$ cat src/rtl/core/fifo_rbv_pkg.sv
// ----------------------------------------------------------------------------
// fifo_rbv_pkg - shared types and constants for the queue with remove-by-value
// Sizes, operation and status codes, controller states and the command and
// status groups passed between controller and datapath.
// ----------------------------------------------------------------------------
package fifo_rbv_pkg;

    localparam int DEPTH      = 16;
    localparam int WORD_WIDTH = 32;
    localparam int ADDR_W     = (DEPTH > 1) ? $clog2(DEPTH) : 1;
    localparam int CNT_W      = $clog2(DEPTH + 1);

    typedef logic [WORD_WIDTH-1:0] t_word;
    typedef logic [ADDR_W-1:0]     t_addr;
    typedef logic [CNT_W-1:0]      t_count;

    typedef enum logic [1:0] {
        FN_PUSH   = 2'd0,
        FN_POP    = 2'd1,
        FN_REMOVE = 2'd2
    } t_func;

    typedef enum logic [1:0] {
        ST_OK        = 2'd0,
        ST_EMPTY     = 2'd1,
        ST_FULL      = 2'd2,
        ST_NOT_FOUND = 2'd3
    } t_status;

    typedef enum logic [2:0] {
        S_IDLE,
        S_EXEC,
        S_POP_DATA,
        S_SCAN_CMP,
        S_SHIFT_RD,
        S_SHIFT_WR,
        S_RESP
    } t_state;

    typedef struct packed {
        logic    load_in;    // capture the incoming word, clear index
        logic    mem_rd;     // read slot(index + rd_next)
        logic    rd_next;
        logic    wr_push;    // write the item value at the tail
        logic    wr_shift;   // write the read data at slot(index)
        logic    idx_inc;
        logic    head_inc;
        logic    cnt_inc;
        logic    cnt_dec;
        logic    set_popped;
        logic    set_status;
        t_status status;
        logic    load_out;
    } t_dp_cmd;

    typedef struct packed {
        t_func func;
        logic  full;
        logic  empty;
        logic  match;
        logic  idx_zero;
        logic  idx_last;
        logic  out_busy;
    } t_dp_stat;

    // Circular slot: head plus offset, wrapped at DEPTH.
    function automatic t_addr slot_of(t_addr head, t_addr offset);
        logic [ADDR_W:0] sum;
        sum = {1'b0, head} + {1'b0, offset};
        if (sum >= (ADDR_W+1)'(DEPTH)) begin
            sum = sum - (ADDR_W+1)'(DEPTH);
        end
        return sum[ADDR_W-1:0];
    endfunction

endpackage

$ cat src/rtl/core/fifo_rbv_ctrl.sv
// ----------------------------------------------------------------------------
// fifo_rbv_ctrl - operation sequencer
// Walks each item through decode, memory reads, scan, close-up and response.
// ----------------------------------------------------------------------------
module fifo_rbv_ctrl (
    input  logic                   i_clk,
    input  logic                   i_rst_n,
    input  logic                   i_in_valid,
    output logic                   o_in_ready,
    input  fifo_rbv_pkg::t_dp_stat i_stat,
    output fifo_rbv_pkg::t_dp_cmd  o_cmd
);
    import fifo_rbv_pkg::*;

    t_state r_state;
    t_state n_state;

    always_ff @(posedge i_clk) begin
        if (!i_rst_n) begin
            r_state <= S_IDLE;
        end else begin
            r_state <= n_state;
        end
    end

    always_comb begin
        n_state    = r_state;
        o_cmd      = '0;
        o_cmd.status = ST_OK;
        o_in_ready = 1'b0;
        case (r_state)
            S_IDLE: begin
                o_in_ready = 1'b1;
                if (i_in_valid) begin
                    o_cmd.load_in = 1'b1;
                    n_state       = S_EXEC;
                end
            end
            S_EXEC: begin
                n_state = S_RESP;
                case (i_stat.func)
                    FN_PUSH: begin
                        if (i_stat.full) begin
                            o_cmd.set_status = 1'b1;
                            o_cmd.status     = ST_FULL;
                        end else begin
                            o_cmd.wr_push = 1'b1;
                            o_cmd.cnt_inc = 1'b1;
                        end
                    end
                    FN_POP: begin
                        if (i_stat.empty) begin
                            o_cmd.set_status = 1'b1;
                            o_cmd.status     = ST_EMPTY;
                        end else begin
                            o_cmd.mem_rd = 1'b1;
                            n_state      = S_POP_DATA;
                        end
                    end
                    FN_REMOVE: begin
                        if (i_stat.empty) begin
                            o_cmd.set_status = 1'b1;
                            o_cmd.status     = ST_NOT_FOUND;
                        end else begin
                            o_cmd.mem_rd = 1'b1;
                            n_state      = S_SCAN_CMP;
                        end
                    end
                    default: begin
                        n_state = S_RESP;
                    end
                endcase
            end
            S_POP_DATA: begin
                o_cmd.set_popped = 1'b1;
                o_cmd.head_inc   = 1'b1;
                o_cmd.cnt_dec    = 1'b1;
                n_state          = S_RESP;
            end
            S_SCAN_CMP: begin
                if (i_stat.match) begin
                    if (i_stat.idx_zero) begin
                        // head word: just move the head
                        o_cmd.head_inc = 1'b1;
                        o_cmd.cnt_dec  = 1'b1;
                        n_state        = S_RESP;
                    end else if (i_stat.idx_last) begin
                        // tail word: pull the tail back
                        o_cmd.cnt_dec = 1'b1;
                        n_state       = S_RESP;
                    end else begin
                        o_cmd.mem_rd  = 1'b1;
                        o_cmd.rd_next = 1'b1;
                        n_state       = S_SHIFT_WR;
                    end
                end else if (i_stat.idx_last) begin
                    o_cmd.set_status = 1'b1;
                    o_cmd.status     = ST_NOT_FOUND;
                    n_state          = S_RESP;
                end else begin
                    o_cmd.mem_rd  = 1'b1;
                    o_cmd.rd_next = 1'b1;
                    o_cmd.idx_inc = 1'b1;
                end
            end
            S_SHIFT_WR: begin
                o_cmd.wr_shift = 1'b1;
                o_cmd.idx_inc  = 1'b1;
                n_state        = S_SHIFT_RD;
            end
            S_SHIFT_RD: begin
                if (i_stat.idx_last) begin
                    o_cmd.cnt_dec = 1'b1;
                    n_state       = S_RESP;
                end else begin
                    o_cmd.mem_rd  = 1'b1;
                    o_cmd.rd_next = 1'b1;
                    n_state       = S_SHIFT_WR;
                end
            end
            S_RESP: begin
                if (!i_stat.out_busy) begin
                    o_cmd.load_out = 1'b1;
                    n_state        = S_IDLE;
                end
            end
            default: begin
                n_state = S_IDLE;
            end
        endcase
    end

endmodule

$ cat src/rtl/core/fifo_rbv_dp.sv
// ----------------------------------------------------------------------------
// fifo_rbv_dp - queue storage, pointers and result register
// Word memory with registered read, head/count/index registers, match
// compare and the output register toward the master side.
// ----------------------------------------------------------------------------
module fifo_rbv_dp (
    input  logic                   i_clk,
    input  logic                   i_rst_n,
    input  logic [1:0]             i_func,
    input  logic [31:0]            i_value,
    input  fifo_rbv_pkg::t_dp_cmd  i_cmd,
    output fifo_rbv_pkg::t_dp_stat o_stat,
    output logic                   o_out_valid,
    input  logic                   i_out_ready,
    output logic [31:0]            o_popped,
    output logic [1:0]             o_status,
    output logic [4:0]             o_occupancy
);
    import fifo_rbv_pkg::*;

    t_word   mem [DEPTH];
    t_word   r_rd_data;
    t_func   r_func;
    t_word   r_value;
    t_addr   r_head;
    t_count  r_count;
    t_addr   r_idx;
    t_word   r_popped;
    t_status r_status;
    logic    r_out_valid;
    t_word   r_out_popped;
    t_status r_out_status;
    t_count  r_out_occ;

    t_addr   rd_addr;
    t_addr   idx_next;
    t_count  idx_plus1;

    assign idx_next  = r_idx + t_addr'(1);
    assign idx_plus1 = t_count'(r_idx) + t_count'(1);
    assign rd_addr   = slot_of(r_head, i_cmd.rd_next ? idx_next : r_idx);

    always_ff @(posedge i_clk) begin
        if (i_cmd.wr_push) begin
            mem[slot_of(r_head, r_count[ADDR_W-1:0])] <= r_value;
        end else if (i_cmd.wr_shift) begin
            mem[slot_of(r_head, r_idx)] <= r_rd_data;
        end
        if (i_cmd.mem_rd) begin
            r_rd_data <= mem[rd_addr];
        end
    end

    // item registers
    always_ff @(posedge i_clk) begin
        if (i_cmd.load_in) begin
            r_func  <= t_func'(i_func);
            r_value <= t_word'(i_value);
        end
        if (i_cmd.set_popped) begin
            r_popped <= r_rd_data;
        end else if (i_cmd.load_in) begin
            r_popped <= '0;
        end
        if (i_cmd.set_status) begin
            r_status <= i_cmd.status;
        end else if (i_cmd.load_in) begin
            r_status <= ST_OK;
        end
        if (i_cmd.load_in) begin
            r_idx <= '0;
        end else if (i_cmd.idx_inc) begin
            r_idx <= idx_next;
        end
        if (i_cmd.load_out) begin
            r_out_popped <= r_popped;
            r_out_status <= r_status;
            r_out_occ    <= r_count;
        end
    end

    // queue pointers and output handshake
    always_ff @(posedge i_clk) begin
        if (!i_rst_n) begin
            r_head      <= '0;
            r_count     <= '0;
            r_out_valid <= 1'b0;
        end else begin
            if (i_cmd.head_inc) begin
                r_head <= slot_of(r_head, t_addr'(1));
            end
            if (i_cmd.cnt_inc) begin
                r_count <= r_count + t_count'(1);
            end else if (i_cmd.cnt_dec) begin
                r_count <= r_count - t_count'(1);
            end
            if (i_cmd.load_out) begin
                r_out_valid <= 1'b1;
            end else if (i_out_ready) begin
                r_out_valid <= 1'b0;
            end
        end
    end

    always_comb begin
        o_stat.func     = r_func;
        o_stat.full     = (r_count == t_count'(DEPTH));
        o_stat.empty    = (r_count == '0);
        o_stat.match    = (r_rd_data == r_value);
        o_stat.idx_zero = (r_idx == '0);
        o_stat.idx_last = (idx_plus1 >= r_count);
        o_stat.out_busy = r_out_valid && !i_out_ready;
    end

    assign o_out_valid = r_out_valid;
    assign o_popped    = 32'(r_out_popped);
    assign o_status    = r_out_status;
    assign o_occupancy = 5'(r_out_occ);

endmodule

$ cat src/rtl/core/fifo_with_remove_by_value.sv
// ----------------------------------------------------------------------------
// fifo_with_remove_by_value - bounded FIFO with push, pop and remove-by-value
// Usage:
//   Slave side takes one word per operation: s_axis_tuser selects push (0),
//   pop (1) or remove first matching value (2); s_axis_tdata carries the
//   value. Code 3 does nothing and reports ok.
//   Master side returns one word per operation: popped value, occupancy
//   after the operation in tdata, status in tuser (0 ok, 1 empty on pop,
//   2 full on push, 3 value not found).
// Sequencing: one operation at a time. After the accept, push, no-op or
//   an empty-queue pop/remove pass through the execute and response
//   steps; pop adds a data step; remove reads and compares queue
//   positions from the head until a match or the last word, then closes
//   up each word behind the match (one read and one write per word). A
//   new word is taken in the cycle after the result is loaded.
// Reset: synchronous, active low; the queue comes up empty with no result
//   pending. Stored words are not cleared.
// Stall: the result waits in the output register; the next operation is
//   accepted and worked on, and holds in its response step until the
//   previous result is taken.
// ----------------------------------------------------------------------------
module fifo_with_remove_by_value (
    input  logic        i_clk,
    input  logic        i_rst_n,
    input  logic        s_axis_tvalid,
    output logic        s_axis_tready,
    input  logic [31:0] s_axis_tdata,   // [31:0] data_value
    input  logic [1:0]  s_axis_tuser,   // [1:0] func
    output logic        m_axis_tvalid,
    input  logic        m_axis_tready,
    output logic [39:0] m_axis_tdata,   // [31:0] popped_value, [36:32] occupancy, [39:37] zero
    output logic [1:0]  m_axis_tuser    // [1:0] status
);
    import fifo_rbv_pkg::*;

    t_dp_cmd     cmd;
    t_dp_stat    stat;
    logic [31:0] popped;
    logic [1:0]  status;
    logic [4:0]  occupancy;

    // sequencer: decides each step of the operation
    fifo_rbv_ctrl u_ctrl (
        .i_clk      (i_clk),
        .i_rst_n    (i_rst_n),
        .i_in_valid (s_axis_tvalid),
        .o_in_ready (s_axis_tready),
        .i_stat     (stat),
        .o_cmd      (cmd)
    );

    // storage, pointers and result register
    fifo_rbv_dp u_dp (
        .i_clk       (i_clk),
        .i_rst_n     (i_rst_n),
        .i_func      (s_axis_tuser),
        .i_value     (s_axis_tdata),
        .i_cmd       (cmd),
        .o_stat      (stat),
        .o_out_valid (m_axis_tvalid),
        .i_out_ready (m_axis_tready),
        .o_popped    (popped),
        .o_status    (status),
        .o_occupancy (occupancy)
    );

    // pack the result word
    assign m_axis_tdata = {3'b000, occupancy, popped};
    assign m_axis_tuser = status;

endmodule

$ cat config.mk
export PLATFORM = sky130hd
export DESIGN_NAME = fifo_with_remove_by_value
export DESIGN_NICKNAME = d
export VERILOG_FILES = /design/src/rtl/core/fifo_rbv_pkg.sv /design/src/rtl/core/fifo_rbv_ctrl.sv /design/src/rtl/core/fifo_rbv_dp.sv /design/src/rtl/core/fifo_with_remove_by_value.sv
export SDC_FILE = /design/constraint.sdc
export NUM_CORES = 1
export LEC_CHECK = 0
export ABC_AREA = 1
export BUFFER_PORTS_ARGS = -buffer_cell sky130_fd_sc_hd__clkbuf_2
export CELL_PAD_IN_SITES_DETAIL_PLACEMENT = 1
export CELL_PAD_IN_SITES_GLOBAL_PLACEMENT = 2
export CORE_MARGIN = 1.5
export CORE_UTILIZATION = 44
export DETAILED_ROUTE_END_ITERATION = 6
export GPL_ROUTABILITY_DRIVEN = 0
export HOLD_SLACK_MARGIN = 0.06
export PLACE_DENSITY = 0.83
export SLEW_MARGIN = 30
export SYNTH_ARGS = -nofsm -noshare
export SYNTH_HDL_FRONTEND = slang
export SYNTH_SLANG_ARGS = --single-unit
export TNS_END_PERCENT = 100
$ cat constraint.sdc
create_clock -name i_clk -period 5 [get_ports i_clk]
set_clock_uncertainty 0.15 [all_clocks]
set_input_delay 0 -clock i_clk [delete_from_list [all_inputs] [get_ports i_clk]]
set_output_delay 0 -clock i_clk [all_outputs]
set_load 0.05 [all_outputs]
* After elaboration in Yosys (flattened, before gate mapping)
Memories as Yosys holds them, arrays and structs flattened. A register that Yosys moved wholly into a read port is not among the register bits.
Index checks and enable logic that the tools add are counted.
** Storage, ports and cells
- Register bits :: 124
- Memory bits (writable) :: 512
- Input bits :: 38
- Output and inout bits :: 44
- Word-level logic and storage cells :: 124
- Memories kept :: 1
** Memory list
- u_dp.mem :: depth 16, bits a word 32, rd ports 1, clocked after memory_dff 1, wr ports 1, RTL line fifo_rbv_dp.sv:21 : t_word mem [DEPTH];
** Operators by class
- Add/subtract/negate cells :: 12
- Magnitude comparators :: 5
- Equal/unequal tests :: 13
- Mux-type cells :: 68
- Reductions and logical operators :: 13
** Operator list (number)
- 32-bit two-way mux :: 3
- 4-bit two-way mux :: 9
- 3-bit two-way mux :: 11
- 32-bit equality test :: 1
- 32-bit OR reduction :: 1
- 1-bit two-way mux :: 27
- 3-bit case mux with 7 select lines :: 1
- 5-bit greater-or-equal comparator (second input constant) :: 4
- 4-bit by 1-bit subtractor with 4-bit output (second input constant) :: 4
- 4-bit by 4-bit adder with 5-bit output :: 3
- 2-bit two-way mux :: 7
- 3-bit case mux with 2 select lines :: 2
- 4-bit by 1-bit adder with 5-bit output (second input constant) :: 2
- 5-bit two-way mux :: 2
- 3-bit equality test (second input constant) :: 3
- 3-bit case mux with 3 select lines :: 1
- 2-bit nonzero test :: 4
- 3-bit by 2-bit equality test with 1-bit output (second input constant) :: 2
- 1-bit case mux with 2 select lines :: 3
- 1-bit case mux with 3 select lines :: 2
- 5-bit by 1-bit adder with 5-bit output (second input constant) :: 1
- 5-bit equality test (second input constant) :: 1
- 5-bit greater-or-equal comparator :: 1
- 5-bit zero test :: 1
- other kinds (14) :: 15

* Logic depth before layout (Yosys ltp)
Gate-level depths: netlist (run 1).
- Depth after elaboration :: 10
- Mapped depth :: 24
- Mapped depth without buffers :: 23

* Cells and area by module
Synthesis (run 1) repeated with hierarchy kept, for this count alone.
** Unflattened totals
- Cell total of the unflattened synthesis :: 2521
- Area total of the unflattened synthesis :: 28003.1 sq um
** By module, submodules not included
- fifo_rbv_dp :: times used 1, cells an instance 2426, area an instance 27466.3 sq um, seq. area each 19829.0 sq um
- fifo_rbv_ctrl :: times used 1, cells an instance 91, area an instance 510.5 sq um, seq. area each 60.1 sq um
- fifo_with_remove_by_value :: times used 1, cells an instance 4, area an instance 26.3 sq um, seq. area each 0.0 sq um

* Least setup slack after synthesis (run 1)
Ideal clock, no wire load.
- Path type :: register -> register
- Start point :: register u_ctrl.r_state[1]
- End point :: memory u_dp.mem[0][0] (netlist bit) (enable)
- Library setup time :: 0.421 ns
- Arrival :: 3.567 ns
- Data required time :: 4.429 ns
- Path slack :: 0.862 ns
- Stages on the path, launching flop included :: 15
- Path buffers :: 2
- Period minus slack after synthesis :: 4.138 ns
- Path through :: dfxtp_1 -> inv_1 -> nand2_1 -> nor2_1 -> buf_2 -> clkbuf_1 -> nand2_1 -> o21ai_0 -> ha_1 -> a21oi_1 -> nand2_1 -> xor2_1 -> xor2_1 -> nand2_1 -> nor2_1
** Between the ends
- Word-level cells in the longest chain between the ends :: 7
- Elaborated cells on any way between the ends :: 12
- Those cells by class :: 2 x eq/ne; 9 x mux; 1 x reduce/logical
** RTL lines
- start: declaration :: RTL line fifo_rbv_ctrl.sv:15 : t_state r_state;
- start signal: assignment :: RTL line fifo_rbv_ctrl.sv:22 : r_state <= n_state;
- 3-bit equality test :: RTL line fifo_rbv_ctrl.sv:31 : case (r_state)
- 1-bit two-way mux :: RTL line fifo_rbv_ctrl.sv:31
- 1-bit two-way mux :: RTL line fifo_rbv_dp.sv:46 : end else if (i_cmd.wr_shift) begin
- 1-bit two-way mux :: RTL line fifo_rbv_dp.sv:44 : if (i_cmd.wr_push) begin
- 1-bit two-way mux (implied by the code) :: RTL line fifo_rbv_dp.sv:47 : mem[slot_of(r_head, r_idx)] <= r_rd_data;
- 32-bit OR reduction (no line)
- 4-bit two-way mux (no line) / 1-bit two-way mux (equally long branches)
- end: declaration :: RTL line fifo_rbv_dp.sv:21
Several ways; a longest one is shown, not always the timed one.

* Worst setup path after layout (run 1)
- Start point :: register u_dp.r_idx[0]
- End point :: register u_dp.r_rd_data[14], read port of u_dp.mem, data pin
** Between the ends
- Elaborated cells on any way between the ends :: 14
- Those cells by class :: 4 x add/sub; 2 x order compare; 7 x mux; 1 x reduce/logical
** RTL lines
- start: declaration :: RTL line fifo_rbv_dp.sv:27 : t_addr r_idx;
- start signal: assignment :: RTL line fifo_rbv_dp.sv:73 : r_idx <= idx_next;
- 4-bit by 1-bit adder with 4-bit output (*) :: RTL line fifo_rbv_dp.sv:39 : assign idx_next = r_idx + t_addr'(1);
- net u_dp.idx_next[2] :: RTL line fifo_rbv_dp.sv:36 : t_addr idx_next;
- 4-bit two-way mux (*) :: RTL line fifo_rbv_dp.sv:41 : assign rd_addr = slot_of(r_head, i_cmd.rd_next ? idx_next : r_idx);
- 4-bit by 4-bit adder with 5-bit output (*) :: RTL line fifo_rbv_pkg.sv:69 : sum = {1'b0, head} + {1'b0, offset};
- 4-bit by 1-bit subtractor with 4-bit output / 5-bit greater-or-equal comparator (equally long branches) :: RTL line fifo_rbv_pkg.sv:71, fifo_rbv_pkg.sv:70
- 4-bit two-way mux (*) :: RTL line fifo_rbv_pkg.sv:70 : if (sum >= (ADDR_W+1)'(DEPTH)) begin
- end: declaration :: RTL line fifo_rbv_dp.sv:22 : t_word r_rd_data;
The timed path passes the listed nets; every way through them passes the cells marked *.
A chain may end at the register's enable or synchronous reset.

==> results of run 1 <==
-- cell usage after synthesis (all sizes together) (2+ instances only) --
master	instances	area [um2]
edfxtp	651	19500
buf	46	243
nand4	4	25.0
fa	3	60.1
xnor2	22	193
nand3	53	290
clkinv	2	7.51
ha	21	263
xor2	9	78.8
clkbuf	75	282
nand2	460	1750
o22ai	64	400
o21ai	239	1200
nor2	214	813
dfxtp	17	340
o211ai	2	20.0
nor3	4	31.3
a21oi	83	415
a32o	64	641
inv	89	334
-- final cells by class --
class | count | area (um2) | share of cell area, %
Clock buffer | 96 | 1930 | 6.06
Sequential cell | 668 | 19900 | 62.3
Timing Repair inverter | 1 | 8.76 | 0.0274
Clock inverter | 28 | 240 | 0.752
Multi-Input combinational cell | 1253 | 6420 | 20.1
Timing Repair Buffer | 236 | 2100 | 6.59
Tap cell | 782 | 978 | 3.06
Inverter | 91 | 360 | 1.13
-- final timing paths --
path / to / startpoint
setup / recovery: u_dp.r_rd_data[14] / u_dp.r_idx[0]
hold / removal: u_dp.r_count[3] / i_rst_n
hold reg to reg: u_dp.o_popped[24] / u_dp.r_popped[24]
setup reg to reg: u_dp.r_rd_data[14] / u_dp.r_idx[0]
-- critical path: stages, from the launching register on --
cell      delay [ns]
dfxtp_2         0.39
ha_1            0.24
xor2_2          0.20
ha_1            0.28
a21o_1          0.19
nand3_1         0.07
nand2_1         0.07
nor2_2          0.13
inv_1           0.10
nor2_2          0.13
nand2_2         0.11
nand2_4         0.13
xor2_1          0.26
ha_4            0.18
inv_1           0.06
fa_2            0.71
clkinv_8        0.18
buf_16          0.24
a32o_1          0.29
o21ai_0         0.20
nand3_1         0.12
nand2_1         0.13
-- repair_timing --
item | 4_1_cts | 5_1_grt
setup endpoints to repair | 0 | 32
endpoints found under the hold margin | 69 | 0
buffers inserted | 0 | 1
gates resized for setup | 0 | 9
hold buffers | 72 | 0
-- flip-flops by register name (all words and copies together) (netlist names) --
signal / count
u_ctrl.r_state: 3
u_dp.mem: 512
u_dp.o_occupancy: 5
u_dp.o_out_valid: 1
u_dp.o_popped: 32
u_dp.o_status: 2
u_dp.r_count: 5
u_dp.r_func: 2
u_dp.r_head: 4
u_dp.r_idx: 4
u_dp.r_popped: 32
u_dp.r_rd_data: 32
u_dp.r_status: 2
u_dp.r_value: 32
-- power by group --
| part | total, mW | leakage [nW] | switching [mW] | internal, mW |
|---|---|---|---|---|
| Sequential | 7.86 | 6.05 | 0.408 | 7.45 |
| Clock | 5.04 | 1.06 | 2.13 | 2.91 |
| Combinational | 10.8 | 4.34 | 7.26 | 3.53 |
| Total | 23.7 | 11.5 | 9.79 | 13.9 |
-- layer usage --
metal	vias to the layer above	global-route usage [%]	part of all wire, %
li1	8040	-	-
met1	9128	32.6	42
met2	570	41.9	49
met3	121	3.98	6.2
met4	0	7.95	2.3
met5	-	0	0
-- logic make-up after synthesis --
group,Yosys count,synth area share (%)
AOI/OAI and AO/OA,458,10.1
other,1,0.0139
buffers and inverters,212,3.21
DFF,668,73.7
xor gates and xnor gates,31,1.01
and+or+nand+nor,737,10.8
adders and majority gates,24,1.20
==> run_results.csv, run 1 <==
group,metric,value,unit
synthesis,synth-main-ff-cell,"edfxtp_1",
layout,drive_above_1_share,12.8,%
grt,grt_pass1_wl,115,mm
timing,tightest_slew,0.824,ns
synthesis,ys_seq_area_share,73.7,%
worst_setup_path,worstPathMaxFanout,47,
timing,period_share,94.6,%
timing,finalWorstSetupSlack,0.272,ns
min_path,hold_path_depth,4,
routing,initialDrtViolationCount,1400,
synthesis,yosys_register_bits,668,
routing,drc_errors,0,
timing,finalHoldViolCount,0,
worst_setup_path,arrival,5.05,ns
clock_tree,cts_buffer_depth,3,
pwr,p_per_area,742,nW/um2
grt,grtUsageTotal,24.7,%
pwr,ir_drop,0.000541,V
floorplan,start_util,44.6,%
place,placed_cells,2957,
floorplan,core_area,60500,um2
clock_tree,clk_pin_slew,0.06,ns
worst_setup_path,path_class,"register to register",
worst_setup_path,required,5.32,ns
worst_setup_path,crit_path_end_kind,"register",
layout,syn2layout_area_growth,18.3,%
clock_tree,cts.sinks,668,
floorplan,rows,90,
synthesis,synth.distinct_cells,40,
pwr,p_leak,11.5,nW
floorplan,dieHeight,251,um
min_path,hp-class,"input port to register",
grt,grt_max_degree,137,
worst_setup_path,start_kind,"register",
layout,fillers,5992,
layout,layout_common_cells,"651 x edfxtp_1, 455 x nand2_1, 237 x o21ai_0, 191 x nor2_1, 83 x a21oi_1",
routing,first_pass_iters,5,
synthesis,syn_inst,2131,
routing,num_vias,17900,
synthesis,yosysWarnings,0,
clock_tree,cts-root-buf,"clkbuf_16",
timing,rsz0062_at_grt,"no",
floorplan,pin_count,82,
synthesis,synthesis.area,27000,um2
timing,relSlewSlack,44.8,%
timing,min_period,4.73,ns
place,pre_cts_ws,0.210,ns
floorplan,chipWidth,251,um
grt,grt_pass1_vias,18900,
place,placed_area,29000,um2
clock_tree,clk_latency,0.60,ns
status,status,"finished, final reports clean",
job,maxCapViolCount,0,
timing,max_freq,0.211,GHz
routing,via_per_inst,5.66,
layout,layout_commonest_cell,"edfxtp_1",
grt,antenna_found_initial,0,
clock_tree,h-tree-depth,3,
floorplan,dieArea,62800,um2
timing,timing.hold.ws,0.132,ns
place,portBuffers,78,
timing,finalSetupTns,0,ns
layout,finalInstanceArea,31900,um2
place,dpl.hpwl,43.8,mm
grt,grt_overflow,0,
synthesis,synthArstFlopShare,0,%
pwr,finalPower,23.7,mW
routing,postRouteAntennaNets,0,
routing,wirelength,77.5,mm
layout,layout.cells.non_filler,3155,
clock_tree,cts_tree,"yes",
timing,setup_viol,0,
synthesis,synth_edf_count,651,
worst_setup_path,r2r_setup_slack,0.27,ns
layout,nets,2384,
timing,maxSlewViolCount,0,
routing,wl_per_cell,24.6,um
synthesis,syn_avg_cell_area,12.7,um2
layout,antenna_cells,0,
clock_tree,numCtsBuffers,71,
worst_setup_path,rr_worst_depth,21,
layout,fin_util,52.8,%
(Power assumes the default switching activity.)
==> run 2: changes to the inputs <==
MAX_ROUTING_LAYER = met4   (was default)
==> run 2 against run 1 <==
- register-to-register slack improved by 0.02 ns
- via count is 0.24% higher
- flip-flop and latch count is the same
- die area unchanged
- critical path type unchanged
- critical endpoint is now u_dp.r_rd_data[21]
==> run_results.csv, run 2 (synthesis results as in run 1) <==
group,metric,value,unit
status,status,"finished, final reports clean",
min_path,hold_path_depth,4,
timing,max_freq,0.212,GHz
grt,grt_max_degree,137,
layout,ff_latch_area,19900,um2
pwr,combPwrFrac,45.6,%
place,placed_area,29000,um2
timing,period_share,94.2,%
routing,drc_errors,0,
pwr,p_per_area,742,nW/um2
timing,setup_viol,0,
job,maxCapViolCount,0,
routing,via_per_inst,5.67,
pwr,p_leak,11.5,nW
pwr,ir_drop,0.000541,V
worst_setup_path,required,5.21,ns
routing,wl_per_cell,24.6,um
clock_tree,numCtsBuffers,71,
timing,finalHoldViolCount,0,
routing,first_pass_iters,5,
layout,layout_commonest_cell,"edfxtp_1",
floorplan,core_area,60500,um2
clock_tree,cts.sinks,668,
pwr,p_seq_share,33.1,%
worst_setup_path,start_kind,"register",
place,dpl.hpwl,43.8,mm
grt,grt_overflow,0,
floorplan,rows,90,
clock_tree,cts-root-buf,"clkbuf_16",
clock_tree,h-tree-depth,3,
grt,grtUsageTotal,25.5,%
pwr,switching_share,41.4,%
layout,antenna_cells,0,
layout,finalInstanceArea,31900,um2
pwr,p_switching,9.81,mW
layout,syn2layout_area_growth,18.3,%
floorplan,pin_count,82,
timing,min_period,4.71,ns
clock_tree,cts_buffer_depth,3,
pwr,p_int,13.9,mW
routing,initialDrtViolationCount,1366,
timing,maxSlewViolCount,0,
routing,wirelength,77.6,mm
place,portBuffers,78,
routing,postRouteAntennaNets,0,
layout,regMostFlops,"u_dp.mem",
pwr,finalPower,23.7,mW
worst_setup_path,path_class,"register to register",
layout,drive_above_1_share,12.8,%
worst_setup_path,rr_worst_depth,22,
floorplan,dieHeight,251,um
grt,antenna_found_initial,0,
floorplan,start_util,44.6,%
timing,finalSetupTns,0,ns
worst_setup_path,worstPathMaxFanout,47,
pwr,power_frac_clock,21.3,%
timing,tightest_slew,0.798,ns
routing,num_vias,17900,
worst_setup_path,crit_path_end_kind,"register",
layout,largest_register_ffs,512,
floorplan,chipWidth,251,um
worst_setup_path,arrival,4.92,ns
grt,grt_pass1_vias,18900,
layout,layout.cells.non_filler,3155,
clock_tree,clk_latency,0.61,ns
clock_tree,clk_pin_slew,0.06,ns
timing,rsz0062_at_grt,"no",
grt,grt_pass1_wl,115,mm
layout,fillers,5992,
min_path,hp-class,"input port to register",
layout,layout_common_cells,"651 x edfxtp_1, 455 x nand2_1, 237 x o21ai_0, 191 x nor2_1, 83 x a21oi_1",
floorplan,dieArea,62800,um2
timing,relSlewSlack,46.6,%
clock_tree,cts_tree,"yes",
layout,multi_input_area,6420,um2
layout,nets,2384,
place,placed_cells,2957,
run 2: what timing repair did:
| action | 4_1_cts | 5_1_grt |
|---|---|---|
| hold buffers | 72 | 0 |
| resized for setup | 0 | 9 |
| setup buffers | 0 | 1 |
| endpoints found under the setup margin | 0 | 32 |
| hold endpoints to repair | 69 | 0 |
run 2: final timing paths:
path                                   startpoint            endpoint  slack [ns]
worst max register to register      u_dp.r_idx[0]  u_dp.r_rd_data[21]        0.29
worst min-delay path                      i_rst_n     u_dp.r_count[3]        0.13
worst max-delay path                u_dp.r_idx[0]  u_dp.r_rd_data[21]        0.29
worst min register to register  u_dp.r_popped[24]   u_dp.o_popped[24]        0.27
run 2: per-stage QoR:
step	util, %	hold slack [ns]	setup slack, ns
floorplan	-	-0.0511	0.862
global placement	47.9	0.0295	0.353
detailed placement	47.9	0.0292	0.210
CTS	52.7	0.106	0.0705
global route	52.8	0.151	0.00658
finish	52.8	0.131	0.289
run 2: worst max-delay path, stage by stage, from the launching register on:
cell and delay (ns):
dfxtp_2 0.38, ha_1 0.24, xor2_2 0.20, ha_1 0.28
a21o_1 0.19, nand3_1 0.07, nand2_1 0.07, nor2_2 0.13
inv_1 0.10, nor2_2 0.13, nand2_2 0.10, nand2_4 0.13
xor2_1 0.26, ha_4 0.18, inv_1 0.06, fa_2 0.71
clkinv_8 0.18, buf_16 0.25, a21oi_1 0.17, a32o_1 0.20
o21ai_0 0.10, nand2_1 0.09, nand2_1 0.06
run 2: layout make-up:
| cell class | count | area share, % |
|---|---|---|
| inverters | 91 | 1.13 |
| multi-input cells | 1253 | 20.1 |
| well taps | 782 | 3.06 |
| clock buffers | 96 | 6.06 |
| flip-flops and latches | 668 | 62.3 |
| clock inverters | 28 | 0.752 |
| repair buffers | 236 | 6.59 |
| repair inverters | 1 | 0.0274 |
run 2: power groups by stage:
stage	Combinational (mW)	Clock (mW)	Sequential, mW
floorplan	6.99	0	7.83
global placement	10.0	0	7.92
detailed placement	10.5	0	7.94
CTS	10.7	5.11	7.83
global route	12.0	5.29	7.89
finish	10.8	5.05	7.86
run 2: layer usage:
layer  global-route usage, %  share of wire [%]  up-vias
met5                       -                  0        -
li1                        -                  -     8039
met2                    42.0                 49      580
met3                    4.03                6.3      118
met1                    32.5                 42     9165
met4                    7.95                2.3        0
==> run 3: changes to the inputs <==
GPL_ROUTABILITY_DRIVEN = 1   (was 0)
REMOVE_ABC_BUFFERS = 1   (was default)
==> run 3 against run 2 <==
- worst hold slack better by 0.019 ns
- die area unchanged
- cell area down 0.35%
- total power down 0.69%
- combinational power about the same
- first-iteration DRC count up 13%
- critical endpoint is now u_dp.r_rd_data[0]
- sequential share of layout area up 0.21 points
- critical path type unchanged
==> run_results.csv, run 3 (synthesis results as in run 1) <==
group,metric,value,unit
timing,setup_viol,0,
clock_tree,cts_buffer_depth,3,
worst_setup_path,reg2reg_from,"u_dp.r_idx[1]",
floorplan,dieHeight,251,um
timing,finalWorstSetupSlack,0.255,ns
layout,syn2layout_area_growth,17.9,%
worst_setup_path,required,5.33,ns
grt,grt_pass1_wl,116,mm
min_path,hold_start,"i_rst_n",
place,portBuffers,78,
layout,layout_commonest_cell,"edfxtp_1",
layout,nets,2386,
worst_setup_path,arrival,5.07,ns
floorplan,start_util,44.6,%
layout,regMostFlops,"u_dp.mem",
pwr,p_per_area,740,nW/um2
place,gp_congestion,0.805,
layout,layout.cells.non_filler,3159,
timing,maxSlewViolCount,0,
min_path,hold_path_depth,4,
routing,drc_errors,0,
timing,finalHoldViolCount,0,
routing,via_per_inst,5.75,
layout,fin_util,52.6,%
timing,period_share,94.9,%
clock_tree,clk_pin_slew,0.06,ns
worst_setup_path,rr_endpoint,"u_dp.r_rd_data[0]",
clock_tree,h-tree-depth,3,
pwr,finalPower,23.5,mW
routing,initialDrtViolationCount,1547,
timing,max_freq,0.211,GHz
place,pre_cts_ws,0.181,ns
worst_setup_path,rr_worst_depth,23,
worst_setup_path,worstPathMaxFanout,32,
routing,wirelength,77.6,mm
pwr,p_leak,11.4,nW
worst_setup_path,start_kind,"register",
clock_tree,clk_latency,0.61,ns
clock_tree,cts.sinks,668,
grt,antenna_found_initial,0,
min_path,hold_end,"u_dp.r_count[0]",
floorplan,rows,90,
floorplan,dieArea,62800,um2
floorplan,pin_count,82,
worst_setup_path,r2r_setup_slack,0.26,ns
timing,min_period,4.74,ns
routing,first_pass_iters,5,
min_path,hp-class,"input port to register",
layout,largest_register_ffs,512,
grt,grt_pass1_vias,18900,
pwr,ir_drop,0.000969,V
grt,grtUsageTotal,25.5,%
clock_tree,cts_tree,"yes",
routing,postRouteAntennaNets,0,
timing,relSlewSlack,37.4,%
status,status,"finished, final reports clean",
worst_setup_path,crit_path_end_kind,"register",
job,maxCapViolCount,0,
timing,tightest_slew,0.938,ns
routing,wl_per_cell,24.6,um
layout,layout_common_cells,"651 x edfxtp_1, 454 x nand2_1, 234 x o21ai_0, 192 x nor2_1, 83 x a21oi_1",
place,placed_cells,2959,
layout,drive_above_1_share,13.1,%
grt,grt_max_degree,153,
grt,grt_overflow,0,
routing,num_vias,18200,
worst_setup_path,path_class,"register to register",
floorplan,chipWidth,251,um
floorplan,core_area,60500,um2
place,dpl.hpwl,43.9,mm
clock_tree,numCtsBuffers,70,
clock_tree,cts-root-buf,"clkbuf_16",
-- run 3: cell count changes in the layout (fill, tap and decap cells not counted), sizes merged --
cell / delta
buf: +3
inv: +2
clkbuf: -4
clkinv: +3
diode: +1
dlygate4sd3: -1
-- run 3: where the power goes --
| part | total, mW | internal (mW) | leakage, nW | switching, mW |
|---|---|---|---|---|
| sequential | 7.75 | 7.45 | 6.05 | 0.303 |
| clock | 4.98 | 2.85 | 1.05 | 2.13 |
| combinational | 10.8 | 3.48 | 4.34 | 7.33 |
-- run 3: metal layers --
layer	vias to the layer above	routed length, um	GRT usage (%)
li1	8056	-	-
met1	9390	32200	32.4
met2	573	39300	42.4
met3	146	4060	3.50
met4	0	2070	8.16
met5	-	0	-
-- run 3: cell type report --
type / instances / area (um2)
Antenna cell: 1 / 2.50
Clock inverter: 33 / 273
Sequential cell: 668 / 19900
Tap cell: 782 / 978
Fill cell: 6057 / 28600
Inverter: 91 / 359
Clock buffer: 91 / 1870
Timing Repair inverter: 1 / 8.76
Timing Repair Buffer: 239 / 2010
Multi-Input combinational cell: 1253 / 6430
-- run 3: repair_timing --
action | CTS | global route
gates resized for setup | 0 | 5
setup endpoints to repair | 0 | 30
hold endpoints to repair | 74 | 0
setup buffers | 0 | 2
hold buffers | 71 | 0
-- run 3: worst max path at each step --
stage / from / end / depth (start not counted)
finish: u_dp.r_idx[1] / u_dp.r_rd_data[0] / 23
global route: u_dp.r_idx[1] / u_dp.r_rd_data[12] / 23
CTS: u_dp.r_idx[0] / u_dp.r_rd_data[0] / 22
detailed placement: u_dp.r_idx[0] / u_dp.r_rd_data[0] / 22
global placement: u_dp.r_idx[0] / u_dp.r_rd_data[24] / 22
floorplan: u_dp.r_idx[0] / u_dp.r_rd_data[0] / 20
-- run 3: critical path, stage by stage (launching register included) --
cell and delay (ns):
dfxtp_1 0.39, ha_1 0.21, xor2_1 0.24, ha_1 0.29
a21o_1 0.18, nand3_1 0.06, nand2_1 0.05, nor2_1 0.15
inv_1 0.11, nor2_2 0.13, nand2_2 0.10, nand2_4 0.13
xor2_1 0.25, ha_4 0.17, inv_1 0.06, fa_2 0.73
buf_4 0.20, clkbuf_16 0.27, o21ai_0 0.14, o22ai_1 0.19
nand2_1 0.06, o21ai_0 0.12, nand3_1 0.11, nand2_1 0.10
-- run 3: through the flow --
stage               hold slack [ns]  TNS (ns)  area [um2]
floorplan                   -0.0511   -560.30       26500
global placement             0.0267         0       28900
detailed placement           0.0291         0       28900
CTS                           0.124         0       31700
global route                  0.148   -0.0210       31800
finish                        0.150         0       31800
